===== src/rtl/core/pgalloc_pkg.sv =====
package pgalloc_pkg;

  localparam int unsigned NUM_PAGES_DEF   = 1024;
  localparam int unsigned PAGE_SHIFT_DEF  = 12;
  localparam int unsigned COUNT_WIDTH_DEF = 16;

  localparam int unsigned OPCODE_W  = 3;
  localparam int unsigned ADDR_W    = 32;
  localparam int unsigned STATUS_W  = 3;
  localparam int unsigned REF_OUT_W = 16;
  localparam int unsigned LOWEST_W  = 10;

  localparam logic [OPCODE_W-1:0] OP_ALLOC    = 3'd0;
  localparam logic [OPCODE_W-1:0] OP_FREE     = 3'd1;
  localparam logic [OPCODE_W-1:0] OP_ADD_REF  = 3'd2;
  localparam logic [OPCODE_W-1:0] OP_DROP_REF = 3'd3;
  localparam logic [OPCODE_W-1:0] OP_READ     = 3'd4;

  localparam logic [STATUS_W-1:0] STS_OK        = 3'd0;
  localparam logic [STATUS_W-1:0] STS_NO_PAGE   = 3'd1;
  localparam logic [STATUS_W-1:0] STS_BAD_ADDR  = 3'd2;
  localparam logic [STATUS_W-1:0] STS_STILL_REF = 3'd3;
  localparam logic [STATUS_W-1:0] STS_FULL      = 3'd4;

  typedef struct packed {
    logic                cnt_we;
    logic                push;
    logic                pop;
    logic [STATUS_W-1:0] status;
  } pgalloc_ctl_t;

endpackage


===== src/rtl/core/pgalloc_alu.sv =====
module pgalloc_alu import pgalloc_pkg::*; #(
  parameter int unsigned NUM_PAGES   = NUM_PAGES_DEF,
  parameter int unsigned PAGE_SHIFT  = PAGE_SHIFT_DEF,
  parameter int unsigned COUNT_WIDTH = COUNT_WIDTH_DEF,
  localparam int unsigned PW = $clog2(NUM_PAGES),
  localparam int unsigned TW = $clog2(NUM_PAGES + 1)
) (
  input  logic [OPCODE_W-1:0]    opcode_i,
  input  logic                   range_ok_i,
  input  logic                   free_ok_i,
  input  logic [COUNT_WIDTH-1:0] count_i,
  input  logic [TW-1:0]          top_i,
  input  logic [PW-1:0]          stack_page_i,
  output pgalloc_ctl_t           ctl_o,
  output logic [COUNT_WIDTH-1:0] count_o,
  output logic [ADDR_W-1:0]      page_address_o,
  output logic [REF_OUT_W-1:0]   ref_count_o
);

  localparam logic [COUNT_WIDTH-1:0] CountMax = {COUNT_WIDTH{1'b1}};
  localparam logic [COUNT_WIDTH-1:0] CountOne = COUNT_WIDTH'(1);

  logic [COUNT_WIDTH-1:0] cnt_dec;
  logic [COUNT_WIDTH-1:0] cnt_inc;
  logic                   empty;
  logic                   full;

  assign cnt_dec = (count_i != '0) ? count_i - CountOne : '0;
  assign cnt_inc = (count_i != CountMax) ? count_i + CountOne : count_i;
  assign empty   = (top_i == '0);
  assign full    = (top_i >= TW'(NUM_PAGES));

  always_comb begin
    ctl_o          = '0;
    ctl_o.status   = STS_OK;
    count_o        = '0;
    page_address_o = '0;
    ref_count_o    = '0;
    case (opcode_i)
      OP_ALLOC: begin
        if (empty) begin
          ctl_o.status = STS_NO_PAGE;
        end else begin
          ctl_o.pop      = 1'b1;
          ctl_o.cnt_we   = 1'b1;
          count_o        = CountOne;
          page_address_o = ADDR_W'(stack_page_i) << PAGE_SHIFT;
          ref_count_o    = REF_OUT_W'(CountOne);
        end
      end
      OP_FREE: begin
        if (!free_ok_i) begin
          ctl_o.status = STS_BAD_ADDR;
        end else if (cnt_dec != '0) begin
          ctl_o.cnt_we = 1'b1;
          ctl_o.status = STS_STILL_REF;
          count_o      = cnt_dec;
          ref_count_o  = REF_OUT_W'(cnt_dec);
        end else if (full) begin
          ctl_o.cnt_we = 1'b1;
          ctl_o.status = STS_FULL;
        end else begin
          ctl_o.cnt_we = 1'b1;
          ctl_o.push   = 1'b1;
        end
      end
      OP_ADD_REF, OP_DROP_REF, OP_READ: begin
        if (!range_ok_i) begin
          ctl_o.status = STS_BAD_ADDR;
        end else begin
          ctl_o.cnt_we = (opcode_i != OP_READ);
          if (opcode_i == OP_ADD_REF) begin
            count_o = cnt_inc;
          end else if (opcode_i == OP_DROP_REF) begin
            count_o = cnt_dec;
          end else begin
            count_o = count_i;
          end
          ref_count_o = REF_OUT_W'(count_o);
        end
      end
      default: begin
        ctl_o.status = STS_OK;
      end
    endcase
  end

endmodule


===== config.mk =====
export PLATFORM = sky130hd
export DESIGN_NAME = pgalloc_alu
export DESIGN_NICKNAME = d
export VERILOG_FILES = /design/src/rtl/core/pgalloc_pkg.sv /design/src/rtl/core/pgalloc_alu.sv
export SDC_FILE = /design/constraint.sdc
export NUM_CORES = 1
export LEC_CHECK = 0
export BUFFER_PORTS_ARGS = -buffer_cell sky130_fd_sc_hd__buf_2
export CORE_MARGIN = 1
export CORE_UTILIZATION = 45
export DETAILED_ROUTE_END_ITERATION = 10
export PLACE_DENSITY = 0.81
export SKIP_LAST_GASP = 1
export SLEW_MARGIN = 20
export SYNTH_ARGS = -nofsm -noshare
export SYNTH_HDL_FRONTEND = slang
export SYNTH_SLANG_ARGS = --single-unit

===== constraint.sdc =====
create_clock -name vclk -period 7.55
set_input_delay 1.51 -clock vclk [all_inputs]
set_output_delay 1.51 -clock vclk [all_outputs]
set_load 0.005 [all_outputs]

### Yosys cells after proc, flatten, opt, wreduce, memory -nomap -nowiden

Cells that the tools add are included.

* add/sub/neg operators: 2
* $lt $le $gt $ge: 1
* equality and inequality tests: 6
* mux-type cells: 25
* reduce and logical (&&, ||, !) cells: 5

Operators by type and width (number)
* 16-bit two-way mux: 7
* 16-bit one-hot mux with 3 select lines: 1
* 22-bit two-way mux: 2
* 16-bit nonzero test: 2
* 16-bit by 1-bit adder with 16-bit output (second input constant): 1
* 16-bit inequality test (second input constant): 1
* 16-bit by 1-bit subtractor with 16-bit output (second input constant): 1
* 11-bit greater-or-equal comparator (second input constant): 1
* 11-bit logical NOT: 1
* 3-bit two-way mux: 3
* 3-bit one-hot mux with 3 select lines: 1
* 1-bit two-way mux: 8
* 3-bit by 2-bit == test with 1-bit output (second input constant): 2
* 2-bit two-way mux: 2
* 3-bit by 1-bit == test with 1-bit output (second input constant): 1
* 3-bit == test (second input constant): 1
* 3-bit logical NOT: 1
* 3-bit inequality test (second input constant): 1
* 1-bit one-hot mux with 3 select lines: 1
* 3-bit OR reduction: 1

* register bits after elaboration: 0
* input bits: 42
* logic and storage cells: 39

### Logic depth before layout (Yosys ltp)

Gate-level depths: netlist of run 1.

* depth in word-level cells: 6
* mapped depth: 11
* gate-level depth less buffers: 8

### Least setup slack after synthesis of run 1

Ideal clock, no wire load.

* kind: input port to output port
* from: input count_i[0]
* to: output ref_count_o[0]
* data arrival time: 3416 ps
* required time: 6040 ps
* slack: 2624 ps
* stages: 10
* buffers on the path: 2
* cell sequence: buf_2 -> inv_1 -> ha_1 -> nor3b_2 -> xor2_1 -> nor4_1 -> nand3_2 -> a211o_1 -> a221o_1 -> buf_4

* word-level cells in the longest chain between the ends: 6
* elaborated cells between the ends (all ways): 13
* classes of those cells: add/sub (2); eq/ne (1); mux (8); reduce/logical (2)

Ends and longest elaborated chain
* start, declared: line pgalloc_alu.sv:11 `input logic [COUNT_WIDTH-1:0] count_i,`
* 16-bit by 1-bit subtractor with 16-bit output or 16-bit nonzero test (tied branches): line pgalloc_alu.sv:28 `assign cnt_dec = (count_i != '0) ? count_i - CountOne : '0;`
* 16-bit two-way mux: line pgalloc_alu.sv:28
* 16-bit nonzero test or 16-bit two-way mux (tied branches): line pgalloc_alu.sv:54, pgalloc_alu.sv:74
* 16-bit two-way mux (on tied branches) (2 in a row)
* 16-bit one-hot mux with 3 select lines *
* end, declared: line pgalloc_alu.sv:17 `output logic [REF_OUT_W-1:0] ref_count_o`

Every way passes the cells marked *; elsewhere a longest branch is shown, timed or not.

### Worst setup path in the final report of run 1

* from: input count_i[1]
* to: output count_o[3]

* word-level cells in the longest chain between the ends: 6
* elaborated cells between the ends (all ways): 13
* classes of those cells: add/sub (2); eq/ne (1); mux (8); reduce/logical (2)

Ends and longest elaborated chain
* 16-bit by 1-bit subtractor with 16-bit output or 16-bit nonzero test (tied branches): line pgalloc_alu.sv:28
* 16-bit two-way mux: line pgalloc_alu.sv:28
* 16-bit nonzero test or 16-bit two-way mux (tied branches): line pgalloc_alu.sv:54, pgalloc_alu.sv:74
* 16-bit two-way mux (on tied branches): line pgalloc_alu.sv:54, pgalloc_alu.sv:72
* 16-bit two-way mux (on tied branches): line pgalloc_alu.sv:52, pgalloc_alu.sv:68
* 16-bit one-hot mux with 3 select lines *: line pgalloc_alu.sv:39 `case (opcode_i)`
* end, declared: line pgalloc_alu.sv:15 `output logic [COUNT_WIDTH-1:0] count_o,`

Marks and branches as above.

==> out/metrics.sh, run 1 <==
COUNT_OF_FLIP_FLOPS_AND_LATCHES=0
HOLD_VIOL=0
DESIGN_AREA_UM2=2178
DIE_WIDTH_UM=69.12
CRIT_PATH_END_KIND='primary output'
FINALSETUPVIOLCOUNT=0
TRITONROUTE_PASS_1_ITERS=5
ROUTE.DETAILED.DRC=0
NETLIST_AREA_UM2=2027
FIN_SETUP_TNS_NS=0
FLOORPLAN.INITIALDENSITY=0.4655
FIRST_GLOBAL_VIAS=2208
FINAL_NETS=401
SYNTH-SEQ-AREA-SHARE=0
SYNTHESIS.YOSYS.WARNINGS=0
LAYOUT-DRIVE-GT1-SHARE=0.3099
OUTCOME='finished, final reports clean'
NUM-FILL-CELLS=458
CRITICAL_PATH_PEAK_FANOUT=11
DETAILEDROUTE.FIRSTITERATIONVIOLATIONS=283
FINAL-MAX-SLEW-VIOLATION-COUNT=0
CRITICAL_PATH_ARRIVAL_NS=4.05
GRT_SETUP_UNREPAIRED='false'
CRITPATHLAUNCHTYPE='primary input'
POST_CTS.RESIZED_INSTANCES=0
POST_SYNTH.CELL_AREA_AVG_UM2=6.581
GRT_USE_TOTAL=0.2724
LAYOUT.CELLS.MOST_COMMON_LIST='90 x sky130_fd_sc_hd__buf_2, 26 x sky130_fd_sc_hd__nor2_1, 22 x sky130_fd_sc_hd__conb_1'
FIN_WS_NS=1.991
CRITICAL_PATH_REQUIRED_NS=6.04
DIEAREA_UM2=4777
GRT_START_MAX_NET_PINS=33
TOTAL_LEAKAGE_POWER_nW=1.022
CLASS_OF_THE_WORST_HOLD_PATH='primary input to primary output'
PLACEMENTROWS=24
MAXIMUM_CAPACITANCE_VIOLATIONS=0
CORE_AREA_UM2=4354
IO-PIN-COUNT=112
NUM_ANTENNA_CELLS=0
MAX_CLOCK_FREQ_MHz=179.9
AVGROUTEDWIREPERCELL_UM=16.36
FIN_CRIT_NS=5.559
WORST_PIN_SLEW_NS=0.8826
FINAL_CYCLE_SHARE=0.7363
DETAILED_PLACE.AREA_UM2=2178
POSTROUTEWIRELENGTH_UM=6659
CELLPOWERDENSITY_nW_PER_UM2=46.95
VDD_IR_DROP_MAX_mV=0.03733
GRT_ANTENNA_BEFORE_REPAIR=0
DRTANTENNAVIOLNETS=0
POST-PLACE-WS_NS=2.042
ROUTABILITYCONGESTION=0.9733
LAYOUT.CELLS.MOST_COMMON='sky130_fd_sc_hd__buf_2'
VIASPERCELL=6.074
AREAGROWTHSYNTHTOFINISH_PCT=7.469
MAX_SLEW_MARGIN=0.4094
GRT_REMAINING_OVERFLOW=0
CRITICAL_PATH_CLASS='primary input to primary output'
AREA.SEQUENTIAL_UM2=0
CTS.REPAIR_TIMING.SETUP_BUFFER_COUNT=0
TOTAL_POWER_uW=102.3
YS_TYPES=63
CTS-HOLD-FIX-BUFFERS=0
BUFFER_PORTS.INSERTED=90
SYN-INSTANCE-COUNT=308
DETAILROUTE.VIA_COUNT=2472
GLOBAL_ROUTE_WIRE_LENGTH_BEFORE_REPAIR_UM=11050
HPWLAFTERDP_UM=4958
NUM-CLOCK-BUFFERS=0
MULTIINPUTGATEAREA_UM2=1633
FLOORPLAN.DIE.HEIGHT_UM=69.12
==> path summary, 6_finish.rpt <==
path       start          to  slack, ns  depth (start not counted)
min    top_i[10]    ctl_o[4]       3.27                          3
max   count_i[1]  count_o[3]       1.99                         10
==> power by group <==
group	internal, mW	switching (mW)	leakage, nW	total, mW
combinational	0.0410	0.0612	1.02	0.102
clock	0	0	0	0
sequential	0	0	0	0
total	0.0410	0.0612	1.02	0.102
==> cells by family after synthesis <==
kind of cell	after synthesis	synth area share
AND/OR/NAND/NOR	131	0.3716
AO/OA/AOI/OAI	86	0.2963
XOR/XNOR	10	0.04321
buffers and inverters	70	0.2333
adder cells (fa/ha/maj)	2	0.01234
other	1	0.001850
multiplexers	8	0.04136
==> worst max-delay path, cell delays in order <==
cell	delay (ns)
sky130_fd_sc_hd__buf_2	0.15
sky130_fd_sc_hd__inv_1	0.10
sky130_fd_sc_hd__ha_1	0.24
sky130_fd_sc_hd__nor3b_2	0.33
sky130_fd_sc_hd__nand4b_1	0.29
sky130_fd_sc_hd__nor2_1	0.76
sky130_fd_sc_hd__a2bb2oi_1	0.24
sky130_fd_sc_hd__o21ai_0	0.12
sky130_fd_sc_hd__o2bb2ai_1	0.16
sky130_fd_sc_hd__buf_2	0.15
==> layout make-up <==
type | instances | area share
multi-input combinational | 259 | 0.7496
inverter | 4 | 0.006893
tap | 52 | 0.02987
timing repair buffer | 92 | 0.2137
==> synth_stat cells (3+ instances only) <==
cell type	count	area, um^2
sky130_fd_sc_hd__xor2_1	4	35.03
sky130_fd_sc_hd__nor2b_1	4	25.02
sky130_fd_sc_hd__nand2_1	19	71.32
sky130_fd_sc_hd__nand2b_1	3	18.77
sky130_fd_sc_hd__clkbuf_1	11	41.29
sky130_fd_sc_hd__nor2_1	26	97.59
sky130_fd_sc_hd__nor4_1	6	37.54
sky130_fd_sc_hd__o31ai_1	3	22.52
sky130_fd_sc_hd__a31oi_1	6	37.54
sky130_fd_sc_hd__inv_1	4	15.01
sky130_fd_sc_hd__buf_2	7	35.03
sky130_fd_sc_hd__nor3_1	17	85.08
sky130_fd_sc_hd__buf_4	43	322.8
sky130_fd_sc_hd__a2bb2oi_1	6	52.55
sky130_fd_sc_hd__mux2i_1	5	50.05
sky130_fd_sc_hd__and2_1	14	87.58
sky130_fd_sc_hd__mux2_2	3	33.78
sky130_fd_sc_hd__nor4_2	3	37.54
sky130_fd_sc_hd__nand4_1	5	31.28
sky130_fd_sc_hd__and3_1	8	50.05
sky130_fd_sc_hd__nand3_1	10	50.05
sky130_fd_sc_hd__o221ai_1	3	26.28
sky130_fd_sc_hd__a21oi_1	16	80.08
sky130_fd_sc_hd__a211o_1	3	26.28
sky130_fd_sc_hd__xnor2_1	6	52.55
sky130_fd_sc_hd__buf_6	3	33.78
sky130_fd_sc_hd__o21ai_0	17	85.08
sky130_fd_sc_hd__o22ai_1	6	37.54
==> per-layer routing <==
layer  share of wire  global-route usage
met1            0.44              0.3822
met3           0.094             0.03655
met5               0                   0
met4           0.016             0.06576
met2            0.45              0.4369
==> through the flow <==
stage | hold slack (ns) | util | cells
floorplan | 3.053 | - | 329
global placement | 3.273 | 0.5003 | 407
detailed placement | 3.273 | 0.5003 | 407
CTS | 3.275 | 0.5003 | 407
global route | 3.297 | 0.5003 | 407
finish | 3.274 | 0.5003 | 407
(Power assumes the default switching activity.)
==> run 2, diff against run 1 <==
--- a/config.mk
+++ b/config.mk
@@ -5,11 +5,12 @@
 export SDC_FILE = /design/constraint.sdc
 export NUM_CORES = 1
 export LEC_CHECK = 0
+export ABC_AREA = 1
 export BUFFER_PORTS_ARGS = -buffer_cell sky130_fd_sc_hd__buf_2
 export CORE_MARGIN = 1
-export CORE_UTILIZATION = 45
+export CORE_UTILIZATION = 44
 export DETAILED_ROUTE_END_ITERATION = 10
-export PLACE_DENSITY = 0.81
+export PLACE_DENSITY = 0.82
 export SKIP_LAST_GASP = 1
 export SLEW_MARGIN = 20
 export SYNTH_ARGS = -nofsm -noshare
==> constraint.sdc (replaced) <==
create_clock -name vclk -period 4.57
set_input_delay 0.914 -clock vclk [all_inputs]
set_output_delay 0.914 -clock vclk [all_outputs]
set_load 0.005 [all_outputs]
==> run 2 against run 1 <==
Effect of this change:
- the flow now finishes with violations (design-rule violations)
- utilization up 2.0 points
- final area up 6.9%
- cell count up 27%
- non-clock buffer count down 1
- highest routed layer unchanged
- sequential share of layout area unchanged
- critical endpoint is now count_o[8]
- sequential cell count unchanged
- wire length up 2.0%
- worst hold slack worse by 1.2 ns
- via count up 13%
- die area up 5.9%
- first-iteration DRC count up 2.5%
- largest cell class unchanged
- synthesized area up 3.7%
==> out/metrics.sh, run 2 <==
DETAIL_ROUTE.WIRELENGTH.MET1_UM=2923  # was 2941 um
BUFFER_PORTS.INSERTED=90  # unchanged
HPWLAFTERDP_UM=5624  # was 4958 um
FIN_CRIT_NS=3.769
DETAILROUTE.VIA_COUNT=2782  # was 2472
CRITICAL_PATH_CLASS='primary input to primary output'  # unchanged
DIEAREA_UM2=5058  # was 4777 um^2
ROUTE.MET2.WL_UM=3149  # was 2984 um
SYNTH-SEQ-AREA-SHARE=0  # unchanged
WORST_PIN_SLEW_NS=0.7977  # was 0.8826 ns
CRITICAL_PATH_REQUIRED_NS=3.66  # was 6.04 ns
LAYOUT-DRIVE-GT1-SHARE=0.2678  # was 0.3099
GRT_REMAINING_OVERFLOW=0  # unchanged
FINAL_CYCLE_SHARE=0.8247
CTS-HOLD-FIX-BUFFERS=0  # unchanged
FIRST_GLOBAL_VIAS=2454  # was 2208
AREA.SEQUENTIAL_UM2=0  # unchanged
LAYOUT.CELLS.MOST_COMMON='sky130_fd_sc_hd__nand2_1'  # was sky130_fd_sc_hd__buf_2
FLOORPLAN.INITIALDENSITY=0.4698  # was 0.4655
NUM_ANTENNA_CELLS=0  # unchanged
MET3ROUTEDLENGTH_UM=635  # was 625 um
DIE_WIDTH_UM=71.12  # was 69.12 um
AVGROUTEDWIREPERCELL_UM=13.19  # was 16.36 um
SYNTH_MOST_COMMON_CELL='sky130_fd_sc_hd__nand2_1'  # was sky130_fd_sc_hd__buf_4
FLOORPLAN.DIE.HEIGHT_UM=71.12  # was 69.12 um
GRT_ANTENNA_BEFORE_REPAIR=0  # unchanged
COUNT_OF_FLIP_FLOPS_AND_LATCHES=0  # unchanged
SYNTH.LARGEST_AREA_CELL='sky130_fd_sc_hd__nand2_1'  # was sky130_fd_sc_hd__buf_4
HOLD_PATH.STARTPOINT='stack_page_i[0]'  # was top_i[10]
CRITICAL_PATH_ARRIVAL_NS=2.85  # was 4.05 ns
POSTLAYOUTCOREUTIL=0.5204  # was 0.5003
DRTANTENNAVIOLNETS=0  # unchanged
TRITONROUTE_PASS_1_ITERS=8  # was 5
GLOBAL_ROUTE_WIRE_LENGTH_BEFORE_REPAIR_UM=11220  # was 11050 um
CTS.REPAIR_TIMING.SETUP_BUFFER_COUNT=0  # unchanged
SYN-INSTANCE-COUNT=403  # was 308
CORE_AREA_UM2=4474  # was 4354 um^2
NUM-CLOCK-BUFFERS=0  # unchanged
ROUTE.TOP_LAYER_USED='met4'  # unchanged
SYNTH_LARGEST_TYPE_AREA_FRACTION=0.1768  # was 0.1593
FIN_SETUP_TNS_NS=0  # unchanged
YS_TYPES=35  # was 63
POST_SYNTH.CELL_AREA_AVG_UM2=5.216  # was 6.581 um^2
GRT_SETUP_UNREPAIRED='false'  # unchanged
MAX_SLEW_MARGIN=0.4653  # was 0.4094
CRITICAL_PATH_PEAK_FANOUT=13  # was 11
FINALSETUPVIOLCOUNT=0  # unchanged
VIOLATIONS='design-rule violations'
LAYOUT.CELLS.MOST_COMMON_LIST='99 x sky130_fd_sc_hd__nand2_1, 90 x sky130_fd_sc_hd__buf_2, 58 x sky130_fd_sc_hd__nor2_1'  # was 90 x sky130_fd_sc_hd__buf_2, 26 x sky130_fd_sc_hd__nor2_1, 22 x sky130_fd_sc_hd__conb_1
FINAL-MAX-SLEW-VIOLATION-COUNT=0  # unchanged
CRITPATHLAUNCHTYPE='primary input'  # unchanged
DETAILEDROUTE.FIRSTITERATIONVIOLATIONS=290  # was 283
GRT_START_MAX_NET_PINS=14  # was 33
MAX_CLOCK_FREQ_MHz=265.3
PLACEMENTROWS=24  # unchanged
CRIT_PATH_END_KIND='primary output'  # unchanged
HOLD_VIOL=0  # unchanged
POSTROUTEWIRELENGTH_UM=6793  # was 6659 um
ROUTABILITYCONGESTION=1.001  # was 0.9733
SYNTHESIS.YOSYS.WARNINGS=0  # unchanged
VIASPERCELL=5.402  # was 6.074
MAXIMUM_CAPACITANCE_VIOLATIONS=0  # unchanged
CELLPOWERDENSITY_nW_PER_UM2=73.05  # was 46.95 nW/um^2
HOLD_PATH_DEPTH=4  # was 3
OUTCOME='finished with violations'  # was finished, final reports clean
AREAGROWTHSYNTHTOFINISH_PCT=10.77  # was 7.469%
ROUTE.DETAILED.DRC=8  # was 0
NETLIST_AREA_UM2=2102  # was 2027 um^2
TOTAL_LEAKAGE_POWER_nW=1.310  # was 1.022 nW
FINAL_NETS=509  # was 401
NETLIST_TOP_CELLS_COUNT='99 x sky130_fd_sc_hd__nand2_1, 58 x sky130_fd_sc_hd__nor2_1, 41 x sky130_fd_sc_hd__inv_1, 40 x sky130_fd_sc_hd__nand3_1, 38 x sky130_fd_sc_hd__buf_4'  # was 43 x sky130_fd_sc_hd__buf_4, 26 x sky130_fd_sc_hd__nor2_1, 19 x sky130_fd_sc_hd__nand2_1, 17 x sky130_fd_sc_hd__nor3_1, 17 x sky130_fd_sc_hd__o21ai_0
VDD_IR_DROP_MAX_mV=0.04078  # was 0.03733 mV
MIN_TO='page_address_o[12]'  # was ctl_o[4]
IO-PIN-COUNT=112  # unchanged
YOSYS-TOP-CELLS-AREA='sky130_fd_sc_hd__nand2_1 18%, sky130_fd_sc_hd__buf_4 14%, sky130_fd_sc_hd__nor2_1 10%'  # was sky130_fd_sc_hd__buf_4 16%, sky130_fd_sc_hd__nor2_1 4.8%, sky130_fd_sc_hd__and2_1 4.3%
CLASS_OF_THE_WORST_HOLD_PATH='primary input to primary output'  # unchanged
GRT_USE_TOTAL=0.2699  # was 0.2724
POST_CTS.RESIZED_INSTANCES=0  # unchanged
run 2: worst max-delay path by stage:
stage / to / slack, ns / cells after the start / from
floorplan: ref_count_o[13] / 1.34 / 11 / count_i[0]
global placement: ctl_o[0] / 0.87 / 15 / count_i[0]
detailed placement: ctl_o[0] / 0.81 / 15 / count_i[0]
CTS: ctl_o[0] / 0.81 / 15 / count_i[0]
global route: ctl_o[0] / 0.54 / 15 / count_i[0]
finish: count_o[8] / 0.80 / 9 / count_i[0]
run 2: worst max-delay path, cell delays in order:
cell and delay, ns:
sky130_fd_sc_hd__buf_2 0.16, sky130_fd_sc_hd__inv_2 0.10, sky130_fd_sc_hd__ha_1 0.28, sky130_fd_sc_hd__nand2_4 0.13, sky130_fd_sc_hd__nor2_4 0.05, sky130_fd_sc_hd__nand2_2 0.25, sky130_fd_sc_hd__nand3_1 0.24, sky130_fd_sc_hd__o32ai_1 0.51
sky130_fd_sc_hd__buf_2 0.21
run 2: logic make-up (layout without fill, tap and decap cells):
family / count (synthesis) / after routing / synth area share
AO/OA/AOI/OAI: 58 / 58 / 0.1714
XOR/XNOR: 9 / 9 / 0.03750
adder cells (fa/ha/maj): 2 / 2 / 0.01190
buffers and inverters: 98 / 137 / 0.2607
other: 1 / 22 / 0.001784
AND/OR/NAND/NOR: 235 / 235 / 0.5167
run 2: layer usage:
| layer | global-route usage | vias up |
|---|---|---|
| met3 | 0.01140 | 8 |
| met1 | 0.3812 | 1233 |
| met5 | 0 | - |
| li1 | - | 1372 |
| met2 | 0.4498 | 169 |
| met4 | 0.06889 | 0 |
run 2: area by class of cell:
| type | count | area [um^2] |
|---|---|---|
| inverter | 46 | 172.7 |
| tap | 52 | 65.06 |
| timing repair buffer | 91 | 457.9 |
| fill | 503 | 2146 |
| multi-input combinational | 326 | 1633 |
run 2: report_power, final:
part	leakage (nW)	internal, mW	switching, mW	total, mW
combinational	1.31	0.0600	0.110	0.170
sequential	0	0	0	0
clock	0	0	0	0
total	1.31	0.0600	0.110	0.170
run 2: metrics by stage:
| step | cells | setup WS [ns] | hold WS, ns | area [um^2] | power (mW) |
|---|---|---|---|---|---|
| after floorplan | 424 | 1.336 | 1.911 | 2181 | 0.1292 |
| after global placement | 515 | 0.8701 | 2.115 | 2328 | 0.1648 |
| after detailed placement | 515 | 0.8127 | 2.120 | 2328 | 0.1664 |
| after CTS | 515 | 0.8124 | 2.121 | 2328 | 0.1670 |
| after global routing | 515 | 0.5356 | 2.135 | 2328 | 0.1892 |
| final | 515 | 0.8012 | 2.120 | 2328 | 0.1701 |
==> run 3, diff against run 2 <==
==> constraint.sdc (replaced) <==
create_clock -name vclk -period 3.1
set_input_delay 0.62 -clock vclk [all_inputs]
set_output_delay 0.62 -clock vclk [all_outputs]
set_load 0.005 [all_outputs]
==> run 3 against run 2 <==
Effect of this change:
- the flow still finishes with violations (design-rule violations)
- largest cell class unchanged
- wire length grew 3.2%
- cell count grew 1.7%
- critical path depth grew 6
- die area is the same
- highest routed layer unchanged
- combinational power grew 54%
- sequential cell count is the same
- final area grew 3.8%
- critical endpoint is now ctl_o[0]
- worst setup slack lost 0.64 ns
- via count grew 0.65%
- worst hold slack lost 0.59 ns
==> out/metrics.sh, run 3 (synthesized netlist as in run 2, its figures left out) <==
OUTCOME='finished with violations'  # unchanged
VIOLATIONS='design-rule violations'  # unchanged
LAYOUT-DRIVE-GT1-SHARE=0.2881  # was 0.2678
AVGROUTEDWIREPERCELL_UM=13.38  # was 13.19 um
CORE_AREA_UM2=4474  # unchanged
AREA.SEQUENTIAL_UM2=0  # unchanged
DP_CELLS=524  # was 515
GRT_USE_TOTAL=0.2693  # was 0.2699
ROUTE.DETAILED.DRC=5  # was 8
MAX_CLOCK_FREQ_MHz=340.1
LAYOUT.CELLS.MOST_COMMON='sky130_fd_sc_hd__nand2_1'  # unchanged
FINAL_NETS=518  # was 509
NUM-FILL-CELLS=484  # was 503
FINALSETUPVIOLCOUNT=0  # unchanged
BUFFER_PORTS.INSERTED=90  # unchanged
POSTLAYOUTCOREUTIL=0.5400  # was 0.5204
PLACEMENTROWS=24  # unchanged
NUM-CLOCK-BUFFERS=0  # unchanged
DETAILROUTE.VIA_COUNT=2800  # was 2782
CP_SLOWEST_CELL='sky130_fd_sc_hd__o21ai_2'  # was sky130_fd_sc_hd__o32ai_1
AREAGROWTHSYNTHTOFINISH_PCT=14.94  # was 10.77%
FIN_CRIT_NS=2.940
GRT_REMAINING_OVERFLOW=0  # unchanged
TOTAL_LEAKAGE_POWER_nW=1.380  # was 1.310 nW
GRT_START_MAX_NET_PINS=14  # unchanged
TRITONROUTE_PASS_1_ITERS=8  # unchanged
CRITPATHLAUNCHTYPE='primary input'  # unchanged
CRITICAL_PATH_CLASS='primary input to primary output'  # unchanged
DETAILEDROUTE.FIRSTITERATIONVIOLATIONS=316  # was 290
GRT_SETUP_UNREPAIRED='true'  # was false
POSTROUTEWIRELENGTH_UM=7009  # was 6793 um
VDD_IR_DROP_MAX_mV=0.05657  # was 0.04078 mV
FLOORPLAN.INITIALDENSITY=0.4698  # unchanged
IO-PIN-COUNT=112  # unchanged
DIEAREA_UM2=5058  # unchanged
CRITICAL_PATH_PEAK_FANOUT=5  # was 13
CRITICAL_PATH_ARRIVAL_NS=2.32  # was 2.85 ns
DIE_WIDTH_UM=71.12  # unchanged
CTS-HOLD-FIX-BUFFERS=0  # unchanged
CLASS_OF_THE_WORST_HOLD_PATH='primary input to primary output'  # unchanged
GRT_ANTENNA_BEFORE_REPAIR=0  # unchanged
FINAL_CELL_COUNT_NO_FILL=524  # was 515
COUNT_OF_FLIP_FLOPS_AND_LATCHES=0  # unchanged
CELLPOWERDENSITY_nW_PER_UM2=108.2  # was 73.05 nW/um^2
WORSTPATHCELLLIST='buf_2 > inv_1 > ha_1 > nand2_4 > nor2_4 > nand2_1 > o21ai_2 > nand2_1 > nor2_1 > nand2_1 > nor2_1 > nand2_1 > nand2_1 > nand2_1 > buf_2'  # was buf_2 > inv_2 > ha_1 > nand2_4 > nor2_4 > nand2_2 > nand3_1 > o32ai_1 > buf_2
CRITICAL_PATH_REQUIRED_NS=2.48  # was 3.66 ns
MAXIMUM_CAPACITANCE_VIOLATIONS=0  # unchanged
FINAL-MAX-SLEW-VIOLATION-COUNT=0  # unchanged
FLOORPLAN.DIE.HEIGHT_UM=71.12  # unchanged
HPWLAFTERDP_UM=5869  # was 5624 um
SLOWEST_DELAY_NS=0.24  # was 0.51 ns
CRIT_PATH_END_KIND='primary output'  # unchanged
VIASPERCELL=5.344  # was 5.402
MULTIINPUTGATEAREA_UM2=1650  # was 1633 um^2
ROUTABILITYCONGESTION=0.9758  # was 1.001
LAYOUT.CELLS.MOST_COMMON_LIST='99 x sky130_fd_sc_hd__nand2_1, 89 x sky130_fd_sc_hd__buf_2, 58 x sky130_fd_sc_hd__nor2_1'  # was 99 x sky130_fd_sc_hd__nand2_1, 90 x sky130_fd_sc_hd__buf_2, 58 x sky130_fd_sc_hd__nor2_1
CRIT_PATH_FREQUENT_CELL='sky130_fd_sc_hd__nand2_1'  # was sky130_fd_sc_hd__buf_2
FIRST_GLOBAL_VIAS=2364  # was 2454
NUM_ANTENNA_CELLS=0  # unchanged
HOLD_VIOL=0  # unchanged
FINAL_CYCLE_SHARE=0.9485
GLOBAL_ROUTE_WIRE_LENGTH_BEFORE_REPAIR_UM=11120  # was 11220 um
DRTANTENNAVIOLNETS=0  # unchanged
-- run 3: what timing repair did --
item | 4_1_cts | 5_1_grt
endpoints found under the setup margin | 0 | 10
resized for setup | 0 | 8
buffers inserted | 0 | 0
-- run 3: path summary, 6_finish.rpt --
| path | from | endpoint | slack, ns | cells after the start |
|---|---|---|---|---|
| worst min-delay path | stack_page_i[4] | page_address_o[16] | 1.53 | 4 |
| worst max-delay path | count_i[1] | ctl_o[0] | 0.16 | 15 |
-- run 3: worst max-delay path: cells and delay by family --
kind	cells	cell delay, ns
adder cells (fa/ha/maj)	1	0.22
AND/OR/NAND/NOR	10	0.88
buffers and inverters	3	0.33
AO/OA/AOI/OAI	1	0.24
-- run 3: area by class of cell --
class / instances / area share
Tap cell: 52 / 0.02693
Multi-Input combinational cell: 326 / 0.6831
Timing Repair Buffer: 100 / 0.2185
Inverter: 46 / 0.07147
-- run 3: per-layer routing --
layer | GRT usage | part of all wire | vias up
li1 | - | - | 1386
met1 | 0.3872 | 0.44 | 1254
met2 | 0.4551 | 0.47 | 150
met3 | 0.01282 | 0.078 | 10
met4 | 0.03556 | 0.0098 | 0
met5 | 0 | 0 | -
-- run 3: per-stage QoR --
step / setup WS (ns) / setup TNS, ns / hold WS (ns) / cell area [um^2] / total power [mW]
6_report: 0.1597 / 0 / 1.532 / 2416 / 0.2615
5_1_grt: -0.02156 / -0.02156 / 1.545 / 2416 / 0.2892
4_1_cts: 0.08743 / 0 / 1.535 / 2396 / 0.2559
3_5_place_dp: 0.08902 / 0 / 1.533 / 2396 / 0.2547
3_3_place_gp: 0.1416 / 0 / 1.528 / 2396 / 0.2527
2_1_floorplan: 0.4537 / 0 / 1.323 / 2181 / 0.1905
-- run 3: power by group --
group | total, mW | internal (mW) | switching, mW
combinational | 0.261 | 0.0960 | 0.165
sequential | 0 | 0 | 0
clock | 0 | 0 | 0
total | 0.261 | 0.0960 | 0.165
